<file path="src/tgad_pkg.sv">
// shared types and constants for the tga run-length pixel decoder
package tgad_pkg;

  localparam int unsigned OffsetW = 24;
  localparam int unsigned PixelW  = 32;
  localparam int unsigned RepW    = 8;
  localparam int unsigned CountW  = 10;
  localparam int unsigned DepthW  = 3;
  localparam int unsigned CfgIdxW = 2;

  localparam logic [CfgIdxW-1:0] RegBytesPerPixel = 2'd0;
  localparam logic [CfgIdxW-1:0] RegImageBytes    = 2'd1;

  localparam logic [DepthW-1:0] BppReset   = 3'd3;
  localparam logic [OffsetW-1:0] ImgReset  = 24'd1;

  typedef struct packed {
    logic [OffsetW-1:0] write_offset;
    logic [PixelW-1:0]  pixel_value;
    logic [RepW-1:0]    repeat_count;
    logic [CountW-1:0]  byte_count;
    logic               image_done;
    logic               truncated;
  } result_t;

  typedef struct packed {
    logic    push;
    result_t res;
  } res_req_t;

  function automatic logic [DepthW-1:0] depth_clamp(input logic [DepthW-1:0] raw);
    logic [DepthW-1:0] d;
    d = raw;
    if (raw == 3'd0) d = 3'd1;
    else if (raw > 3'd4) d = 3'd4;
    return d;
  endfunction

endpackage

</file>
<file path="src/tgad_decode.sv">
// packet state and per-byte decode of the compressed stream
module tgad_decode import tgad_pkg::*; (
  input  logic               clk_i,
  input  logic               rst_ni,
  input  logic               fire_i,
  input  logic [7:0]         stream_byte_i,
  input  logic               stream_end_i,
  input  logic [DepthW-1:0]  bytes_per_pixel_i,
  input  logic [OffsetW-1:0] image_bytes_i,
  output res_req_t           req_o
);

  typedef enum logic [1:0] {
    PhHeader,
    PhRepeat,
    PhLiteral
  } phase_e;

  phase_e             phase_q, phase_d;
  logic [RepW-1:0]    pixels_left_q, pixels_left_d;
  logic [1:0]         byte_in_pixel_q, byte_in_pixel_d;
  logic [PixelW-1:0]  gather_q, gather_d;
  logic [OffsetW-1:0] bytes_done_q, bytes_done_d;
  logic               finished_q, finished_d;

  always_comb begin
    logic [DepthW-1:0]  bpp;
    logic [PixelW-1:0]  merged;
    logic [OffsetW-1:0] room;
    logic [CountW-1:0]  want;
    logic [CountW-1:0]  cnt;
    logic               complete;
    logic               wrote;
    logic               done;
    logic               is_rep;

    bpp      = depth_clamp(bytes_per_pixel_i);
    merged   = gather_q | ({24'd0, stream_byte_i} << {byte_in_pixel_q, 3'b000});
    room     = image_bytes_i - bytes_done_q;
    complete = ({1'b0, byte_in_pixel_q} + 3'd1) >= bpp;
    is_rep   = (phase_q == PhRepeat);
    want     = is_rep ? (CountW'(pixels_left_q) * CountW'(bpp)) : CountW'(bpp);
    cnt      = ({14'd0, want} < room) ? want : room[CountW-1:0];
    wrote    = 1'b0;
    done     = 1'b0;

    phase_d         = phase_q;
    pixels_left_d   = pixels_left_q;
    byte_in_pixel_d = byte_in_pixel_q;
    gather_d        = gather_q;
    bytes_done_d    = bytes_done_q;
    finished_d      = finished_q;

    req_o.push             = 1'b0;
    req_o.res.write_offset = bytes_done_q;
    req_o.res.pixel_value  = '0;
    req_o.res.repeat_count = 8'd1;
    req_o.res.byte_count   = '0;
    req_o.res.image_done   = 1'b0;
    req_o.res.truncated    = 1'b0;

    if (fire_i && !finished_q && (bytes_done_q < image_bytes_i)) begin
      case (phase_q)
        PhHeader: begin
          pixels_left_d   = {1'b0, stream_byte_i[6:0]} + 8'd1;
          phase_d         = stream_byte_i[7] ? PhRepeat : PhLiteral;
          byte_in_pixel_d = 2'd0;
          gather_d        = '0;
        end
        PhRepeat, PhLiteral: begin
          if (complete) begin
            wrote = 1'b1;
            req_o.res.pixel_value  = merged;
            req_o.res.repeat_count = is_rep ? pixels_left_q : 8'd1;
            req_o.res.byte_count   = cnt;
            bytes_done_d = bytes_done_q + {14'd0, cnt};
            if (is_rep) pixels_left_d = '0;
            else if (pixels_left_q != '0) pixels_left_d = pixels_left_q - 8'd1;
            byte_in_pixel_d = 2'd0;
            gather_d        = '0;
            if (pixels_left_d == '0) phase_d = PhHeader;
          end else begin
            byte_in_pixel_d = byte_in_pixel_q + 2'd1;
            gather_d        = merged;
          end
        end
        default: phase_d = PhHeader;
      endcase

      done = bytes_done_d >= image_bytes_i;
      if (wrote) begin
        req_o.push           = 1'b1;
        req_o.res.image_done = done;
        req_o.res.truncated  = stream_end_i && !done;
        if (done || stream_end_i) finished_d = 1'b1;
      end else if (stream_end_i) begin
        req_o.push          = 1'b1;
        req_o.res.truncated = 1'b1;
        finished_d          = 1'b1;
      end
    end
  end

  always_ff @(posedge clk_i or negedge rst_ni) begin
    if (!rst_ni) begin
      phase_q         <= PhHeader;
      pixels_left_q   <= '0;
      byte_in_pixel_q <= '0;
      gather_q        <= '0;
      bytes_done_q    <= '0;
      finished_q      <= 1'b0;
    end else begin
      phase_q         <= phase_d;
      pixels_left_q   <= pixels_left_d;
      byte_in_pixel_q <= byte_in_pixel_d;
      gather_q        <= gather_d;
      bytes_done_q    <= bytes_done_d;
      finished_q      <= finished_d;
    end
  end

`ifndef ASSERT_OFF
  a_quiet_after_end: assert property (@(posedge clk_i) disable iff (!rst_ni)
    finished_q |-> !req_o.push) else $error("result after end of image");
  a_done_latches: assert property (@(posedge clk_i) disable iff (!rst_ni)
    (req_o.push && (req_o.res.image_done || req_o.res.truncated)) |=> finished_q)
    else $error("end of image not recorded");
  a_repeat_closes: assert property (@(posedge clk_i) disable iff (!rst_ni)
    (req_o.push && !req_o.res.truncated && req_o.res.repeat_count != 8'd1) |=>
    (phase_q == PhHeader)) else $error("repeat packet left open");
  a_done_flags_excl: assert property (@(posedge clk_i) disable iff (!rst_ni)
    req_o.push |-> !(req_o.res.image_done && req_o.res.truncated))
    else $error("done and truncated together");
`endif

endmodule

</file>
<file path="src/tgad_outbuf.sv">
// output register holding one result until it is taken
module tgad_outbuf import tgad_pkg::*; (
  input  logic     clk_i,
  input  logic     rst_ni,
  input  res_req_t req_i,
  input  logic     out_ready_i,
  output logic     in_ready_o,
  output logic     out_valid_o,
  output result_t  res_o
);

  logic    valid_q, valid_d;
  result_t res_q;

  assign in_ready_o  = !valid_q || out_ready_i;
  assign valid_d     = req_i.push || (valid_q && !out_ready_i);
  assign out_valid_o = valid_q;
  assign res_o       = res_q;

  always_ff @(posedge clk_i or negedge rst_ni) begin
    if (!rst_ni) begin
      valid_q <= 1'b0;
    end else begin
      valid_q <= valid_d;
    end
  end

  always_ff @(posedge clk_i) begin
    if (req_i.push) res_q <= req_i.res;
  end

`ifndef ASSERT_OFF
  a_push_has_room: assert property (@(posedge clk_i) disable iff (!rst_ni)
    req_i.push |-> in_ready_o) else $error("result pushed into full register");
  a_push_shows: assert property (@(posedge clk_i) disable iff (!rst_ni)
    req_i.push |=> valid_q) else $error("pushed result not shown");
  a_stall_full: assert property (@(posedge clk_i) disable iff (!rst_ni)
    !in_ready_o |-> (valid_q && !out_ready_i)) else $error("stall without pending result");
`endif

endmodule

</file>
<file path="src/tga_rle_pixel_decoder.sv">
// top level of the tga run-length pixel decoder
// Takes one compressed stream byte per cycle and gives at most one write request per byte,
// held in a single output register from the cycle after the byte is accepted. in_ready_o is high
// whenever that register is empty or is being emptied in the same cycle, so with out_ready_i
// held high a byte is taken every cycle; the output register alone sets the rate under stall.
// Configuration writes are always taken (cfg_ready_o is tied high) and act at once; writes to
// an unknown index are ignored. After image completion or truncation bytes are dropped until
// reset.
module tga_rle_pixel_decoder import tgad_pkg::*; (
  input  logic               clk_i,
  input  logic               rst_ni,
  input  logic               cfg_valid_i,
  output logic               cfg_ready_o,
  input  logic [CfgIdxW-1:0] cfg_index_i,
  input  logic [OffsetW-1:0] cfg_data_i,
  input  logic               in_valid_i,
  output logic               in_ready_o,
  input  logic [7:0]         stream_byte_i,
  input  logic               stream_end_i,
  output logic               out_valid_o,
  input  logic               out_ready_i,
  output logic [OffsetW-1:0] write_offset_o,
  output logic [PixelW-1:0]  pixel_value_o,
  output logic [RepW-1:0]    repeat_count_o,
  output logic [CountW-1:0]  byte_count_o,
  output logic               image_done_o,
  output logic               truncated_o
);

  logic [DepthW-1:0]  bpp_q;
  logic [OffsetW-1:0] img_q;
  logic               fire;
  res_req_t           req;
  result_t            res;

  assign cfg_ready_o = 1'b1;
  assign fire        = in_valid_i && in_ready_o;

  always_ff @(posedge clk_i or negedge rst_ni) begin
    if (!rst_ni) begin
      bpp_q <= BppReset;
      img_q <= ImgReset;
    end else if (cfg_valid_i) begin
      case (cfg_index_i)
        RegBytesPerPixel: bpp_q <= cfg_data_i[DepthW-1:0];
        RegImageBytes:    img_q <= cfg_data_i;
        default:          ;
      endcase
    end
  end

  tgad_decode u_decode (
    .clk_i,
    .rst_ni,
    .fire_i            (fire),
    .stream_byte_i,
    .stream_end_i,
    .bytes_per_pixel_i (bpp_q),
    .image_bytes_i     (img_q),
    .req_o             (req)
  );

  tgad_outbuf u_outbuf (
    .clk_i,
    .rst_ni,
    .req_i       (req),
    .out_ready_i,
    .in_ready_o,
    .out_valid_o,
    .res_o       (res)
  );

  assign write_offset_o = res.write_offset;
  assign pixel_value_o  = res.pixel_value;
  assign repeat_count_o = res.repeat_count;
  assign byte_count_o   = res.byte_count;
  assign image_done_o   = res.image_done;
  assign truncated_o    = res.truncated;

endmodule

</file>
<file path="config.mk">
export PLATFORM = sky130hd
export DESIGN_NAME = tga_rle_pixel_decoder
export DESIGN_NICKNAME = d
export VERILOG_FILES = /design/src/tgad_pkg.sv /design/src/tgad_decode.sv /design/src/tgad_outbuf.sv /design/src/tga_rle_pixel_decoder.sv
export SDC_FILE = /design/constraint.sdc
export NUM_CORES = 1
export LEC_CHECK = 0
export BUFFER_PORTS_ARGS = -buffer_cell sky130_fd_sc_hd__buf_2
export CORE_UTILIZATION = 35
export CTS_CLUSTER_SIZE = 8
export DETAILED_ROUTE_END_ITERATION = 8
export PLACE_DENSITY_LB_ADDON = 0.2
export SETUP_SLACK_MARGIN = 0.3
export SYNTH_ARGS = -nofsm -noshare
export SYNTH_HDL_FRONTEND = slang
export SYNTH_HIERARCHICAL = 1
export SYNTH_SLANG_ARGS = --single-unit
</file>
<file path="constraint.sdc">
create_clock -name clk_i -period 10.8 [get_ports clk_i]
set_clock_uncertainty 0.05 [all_clocks]
set_input_delay 2.7 -clock clk_i [delete_from_list [all_inputs] [get_ports clk_i]]
set_output_delay 2.7 -clock clk_i [all_outputs]
set_load 0.05 [all_outputs]
</file>
After elaboration in Yosys (flattened, before gate mapping)

Index checks and enable logic that the tools add are counted.

Flip-flop bits (word level): 173
Output and inout port bits: 79

Shift-type cells: 1
Bitwise gates (word level): 1
Add/subtract/negate cells: 6
Multipliers: 1
Equal/unequal tests: 6
Magnitude comparators: 5
Reductions and logical operators: 29
Mux-type cells: 32

Operators with widths:

| cell                                                               | count |
|---|---|
| 24-bit two-way mux                                                 | 3 |
| 32-bit case mux with 2 select lines                                | 1 |
| 8-bit two-way mux                                                  | 6 |
| 32-bit two-way mux                                                 | 1 |
| 32-bit bitwise OR                                                  | 1 |
| 8-bit by 5-bit left shift with 32-bit output                       | 1 |
| 24-bit by 10-bit adder with 24-bit output                          | 1 |
| 24-bit >= comparator                                               | 1 |
| 10-bit by 24-bit less-than comparator with 1-bit output            | 1 |
| 24-bit less-than comparator                                        | 1 |
| 24-bit subtractor                                                  | 1 |
| 10-bit two-way mux                                                 | 2 |
| 8-bit case mux with 2 select lines                                 | 1 |
| 3-bit AND reduction                                                | 4 |
| 8-bit by 3-bit multiplier with 10-bit output                       | 1 |
| 1-bit two-way mux                                                  | 10 |
| 7-bit by 1-bit adder with 8-bit output, second input constant      | 1 |
| 8-bit logical NOT                                                  | 1 |
| 2-bit two-way mux                                                  | 4 |
| 2-bit case mux with 2 select lines                                 | 2 |
| 2-bit AND reduction                                                | 4 |
| 8-bit nonzero test                                                 | 1 |
| 8-bit by 1-bit subtractor with 8-bit output, second input constant | 1 |
| 3-bit two-way mux                                                  | 2 |
| 16 further kinds                                                   | 29 |

Longest topological paths before layout

Depth after elaboration: 15
Mapped depth: 45
Mapped depth without buffers: 44

Cells and area by module

Netlist, hierarchy kept.

Modules (own cells, without submodules):

| module                | area each (µm²) | seq. area each (µm²) | cells each | instances |
|---|---|---|---|---|
| tgad_decode           | 7528.5          | 1726.7               | 995        | 1 |
| tgad_outbuf           | 2329.7          | 2307.2               | 79         | 1 |
| tga_rle_pixel_decoder | 1056.0          | 679.4                | 61         | 1 |

Worst setup path after synthesis

Ideal clock, no wire load.

Path type: register to register
Start point: reg bpp_q[1]
End point: reg u_outbuf.res_q (netlist bit u_outbuf/res_o[1]), data pin
Cell stages (with the launch flop): 45
Clock period less this slack: 8377 ps
Arrival time: 8072 ps
Setup slack: 2423 ps
Path buffers: 2
Data required time: 10495 ps
Library setup time: 255 ps
Cells stage by stage: dfstp_2 nor2b_1 clkbuf_1 nand2_1 fa_1 inv_1 ha_1 fa_1 a21oi_1 nor2_1 nor2_1 o21bai_1 a21oi_1 xnor2_1 nand2_1 inv_1 ha_1 nand2_1 [9 not listed] a21o_1 a21oi_1 nor2b_1 o21a_1 o41ai_1 nor2b_1 o21ai_0 a21oi_1 mux2_2 ha_1 a21o_1 a21o_1 a21oi_1 o21ai_0 nand3_1 a21boi_0 a311o_1 and2_1

Cells in the longest elaborated chain, start to end: 12

Ends and longest elaborated chain:

| item                                                    | line                        | text |
|---|---|---|
| start: declaration                                      | tga_rle_pixel_decoder.sv:30 | `logic [DepthW-1:0] bpp_q;` |
| start signal: assignment                                | tga_rle_pixel_decoder.sv:41 | `bpp_q <= BppReset;` |
| start signal: assignment                                | tga_rle_pixel_decoder.sv:45 | `RegBytesPerPixel: bpp_q <= cfg_data_i[DepthW-1:0];` |
| 3-bit greater-than comparator                           | tgad_pkg.sv:35              | `else if (raw > 3'd4) d = 3'd4;` |
| 3-bit two-way mux                                       | tgad_pkg.sv:35              |  |
| 3-bit two-way mux *                                     | tgad_pkg.sv:34              | `if (raw == 3'd0) d = 3'd1;` |
| 8-bit by 3-bit multiplier with 10-bit output            | tgad_decode.sv:42           | `want = is_rep ? (CountW'(pixels_left_q) * CountW'(bpp)) : CountW'(bpp);` |
| 10-bit two-way mux                                      | tgad_decode.sv:42           |  |
| 10-bit by 24-bit less-than comparator with 1-bit output | tgad_decode.sv:43           | `cnt = ({14'd0, want} < room) ? want : room[CountW-1:0];` |
| 10-bit two-way mux                                      | tgad_decode.sv:43           |  |
| 24-bit by 10-bit adder with 24-bit output               | tgad_decode.sv:76           | `bytes_done_d = bytes_done_q + {14'd0, cnt};` |
| 24-bit two-way mux                                      | tgad_decode.sv:71           | `if (complete) begin` |
| 24-bit two-way mux                                      | tgad_decode.sv:63           | `case (phase_q)` |
| 24-bit two-way mux                                      | tgad_decode.sv:62           | `if (fire_i && !finished_q && (bytes_done_q < image_bytes_i)) begin` |
| 24-bit >= comparator                                    | tgad_decode.sv:90           | `done = bytes_done_d >= image_bytes_i;` |
| end signal: assignment                                  | tgad_outbuf.sv:29           | `if (req_i.push) res_q <= req_i.res;` |
| end: declaration                                        | tgad_outbuf.sv:13           | `result_t res_q;` |

Every way passes the cells marked *; elsewhere a longest branch is shown, timed or not. The select of a mux whose other input is x is not followed.
A chain may end at the register's enable or synchronous reset.

Worst setup path after layout

Start point: reg bpp_q[2]
End point: reg u_outbuf.res_q (netlist bit u_outbuf/res_o[1]), data pin

The elaborated chain is that of the path after synthesis.

==> impl_metrics.py <==
metrics = {
    "outcome": {
        "status": "complete, no violations",
    },
    "global_route": {
        "grt_max_degree": 54,
        "grt_pass1_wl_mm": 44.0,
        "antenna_found_initial": 2,
        "grtUsageTotal": 0.180,
        "grt_pass1_vias": 8232,
        "grt-ovfl-total": 0,
    },
    "setup_path": {
        "path_max_fanout": 20,
        "cp_top_family": "compound AO/OA/AOI/OAI gates",
        "slowest_stage": "o41ai_1",
        "crit_path_max_incr_delay_ns": 0.75,
        "cp.required_ns": 10.95,
        "r2r_cells": 43,
        "path_depth": 43,
        "crit_start": "bpp_q[2]$_DFFE_PN0P_",
        "end_kind": "register",
        "critPathArrivalTime_ns": 9.72,
        "path_class": "reg -> reg",
        "startpoint_type": "register",
        "cp_common_cell": "a21oi_1",
        "reg2reg_from": "bpp_q[2]$_DFFE_PN0P_",
        "crit_buf_inv": 3,
    },
    "clocking": {
        "insertion_delay_ns": 0.45,
        "cts_tree": "built",
        "clock-sinks": 173,
        "ctsHoldBuffers": 0,
        "cts_made_buffers": 17,
        "htree_levels": 4,
        "ctsResizeCount": 0,
        "cts-root-buf": "clkbuf_16",
        "cts.reportedPaths.clkPinSlew_ns": 0.07,
        "post_cts_buffers": 0,
        "cts_buffer_depth": 2,
    },
    "routing": {
        "vias_per_cell": 5.20,
        "wl_per_cell_um": 16.8,
        "drt-initial-drc-count": 546,
        "drc": 0,
        "dr.pass1.iters": 5,
        "antenna_left": 0,
        "routed_wl_mm": 27.5,
        "vias": 8500,
    },
    "yosys": {
        "avgSynthCellArea_um2": 9.62,
        "synthFlopType": "dfrtp_1",
        "synth_cells": 1135,
        "synth-edff-count": 76,
        "synth_top_area_frac": 0.216,
        "synth_nets": 1270,
        "synth_cell_type_count": 67,
        "synth_area_leader_cell": "dfrtp_1",
        "synth_area_leaders": "dfrtp_1 (22%), edfxtp_1 (21%), ha_1 (9.9%)",
        "ys_seq_elements": 173,
        "ys_seq_area_frac": 0.432,
        "syn-cell-area_mm2": 0.0109,
        "ys.warnings.count": 6,
        "async_flop_share": 0.561,
    },
    "sta": {
        "relSlewSlack": 0.255,
        "setup_viol": 0,
        "rsz0062_at_grt": "false",
        "period_share": 0.886,
        "final_max_slew_viol_count": 0,
        "hold_violations": 0,
        "period_minus_slack_ns": 9.57,
        "finalHoldWorstSlack_ns": 0.444,
        "worst_pin_slew_ns": 1.12,
        "fmax_ghz": 0.104,
        "tns_ns": 0,
    },
    "floorplan": {
        "io_pins": 119,
        "initial_core_util": 0.356,
        "coreArea_mm2": 0.0307,
        "design.die.area_mm2": 0.0319,
        "dieWidth_um": 179,
        "dieHeight_um": 179,
        "std_cell_rows": 64,
    },
    "placement": {
        "placed_cells": 1602,
        "place_congestion": 0.874,
        "dpl.hpwl_mm": 20.3,
        "io_buffers": 117,
    },
    "finish": {
        "syn_to_final_growth_pct": 14.0,
        "fin_nets": 1360,
        "finalNonFillerCells": 1635,
        "drive_above_1_share": 0.158,
    },
    "min_path": {
        "holdPathStages": 0,
        "hold_class": "reg -> reg",
        "hp-start": "u_decode/bytes_done_q[18]$_DFFE_PN0P_",
    },
    "power": {
        "ir_worst_vdd_v": 0.0000917,
        "total_leakage_power_nw": 5.56,
        "power_density_mw_per_mm2": 227,
    },
    "run": {
        "maxCapViolCount": 0,
    },
}
[synth_stat cells (4+ instances only)]
cell type and instances:
mux2_4 8, xor2_1 13, a21o_1 21, nor3b_1 4
a31oi_1 40, a211oi_1 6, o21ai_0 51, buf_2 7
o211ai_1 5, nand3_1 29, o31ai_1 4, and2_1 12
or3_1 6, mux2_2 11, nor2_1 130, nand4_1 14
nand2b_1 8, dfrtp_1 94, nor2b_1 14, nand2_1 92
xnor2_1 49, clkbuf_1 42, edfxtp_1 76, and3_1 13
a21oi_1 78, o21bai_1 4, ha_1 86, o21a_1 4
buf_1 5, mux2_1 20, fa_1 9, nor4_1 5
a22o_1 5, mux2i_1 15, inv_1 87, nor3_1 22
[worst paths after layout]
check | to | slack [ns]
setup / recovery | u_outbuf/res_o[1]$_DFFE_PP_ | 1.23
hold / removal | u_outbuf/res_o[70]$_DFFE_PP_ | 0.44
setup reg to reg | u_outbuf/res_o[1]$_DFFE_PP_ | 1.23
hold reg to reg | u_outbuf/res_o[70]$_DFFE_PP_ | 0.44
max in group asynchronous | u_decode/gather_q[1]$_DFFE_PN0P_ | 7.35
min in group asynchronous | img_q[11]$_DFFE_PN0P_ | 2.21
[state kept, by name (all words and copies together) (netlist names)]
name,cells
img_q,24
u_decode/bytes_done_q,24
u_outbuf/out_valid_o,1
u_decode/gather_q,32
u_outbuf/res_o,76
u_decode/pixels_left_q,8
bpp_q,3
u_decode/byte_in_pixel_q,2
u_decode/phase_q,2
u_decode/finished_q,1
[logic make-up after synthesis]
family	Yosys count	share of synthesized area
other	1	0.000344
AOI/OAI and AO/OA	246	0.140
DFF	173	0.432
muxes	54	0.0567
and+or+nand+nor	359	0.153
xor gates and xnor gates	62	0.0498
adders and majority gates	95	0.115
buffers and inverters	145	0.0531
[power by group]
group | internal [mW] | leakage [nW] | switching [mW] | total, mW
Combinational | 0.474 | 3.39 | 0.794 | 1.27
Sequential | 0.823 | 1.87 | 0.114 | 0.937
Clock | 0.321 | 0.294 | 0.296 | 0.617
Total | 1.62 | 5.56 | 1.20 | 2.82
[routing by layer]
metal | GRT usage | up-vias | share of wire
met3 | 0.0332 | 32 | 0.047
met2 | 0.274 | 205 | 0.45
met5 | 0 | - | 0.00051
met4 | 0.0611 | 2 | 0.019
li1 | - | 4176 | -
met1 | 0.254 | 4085 | 0.48
[cell type report]
cell class                 count  area (um2)
clock buffer                  18         450
clock inverter                14         136
multi-input combinational    817        5640
sequential                   173        4710
inverter                      87         327
fill                        3049       18200
tap                          396         495
antenna                        1        2.50
timing repair buffer         129         678
[metrics by stage]
stage,setup WS [ns],instance area [um2],util,power [mW]
finish,1.23,12400,0.406,2.82
global placement,1.54,11900,0.387,2.20
floorplan,2.42,10900,-,1.89
detailed placement,1.32,11900,0.387,2.21
CTS,1.22,12400,0.406,2.84
global route,0.456,12400,0.406,3.05
[cell usage in the layout (no fill, tap or decap), drive strengths merged, types with 9 or more instances in the layout]
master  instances
nor2          130
buf           129
inv            97
dfrtp          94
nand2          92
ha             86
a21oi          79
edfxtp         76
o21ai          51
xnor2          49
a31oi          40
mux2           39
nand3          29
nor3           22
a21o           21
clkbuf         18
mux2i          15
nor2b          14
nand4          14
and3           13
xor2           13
and2           12
nand2b         10
fa              9
Power figures use the tool's default switching activity.
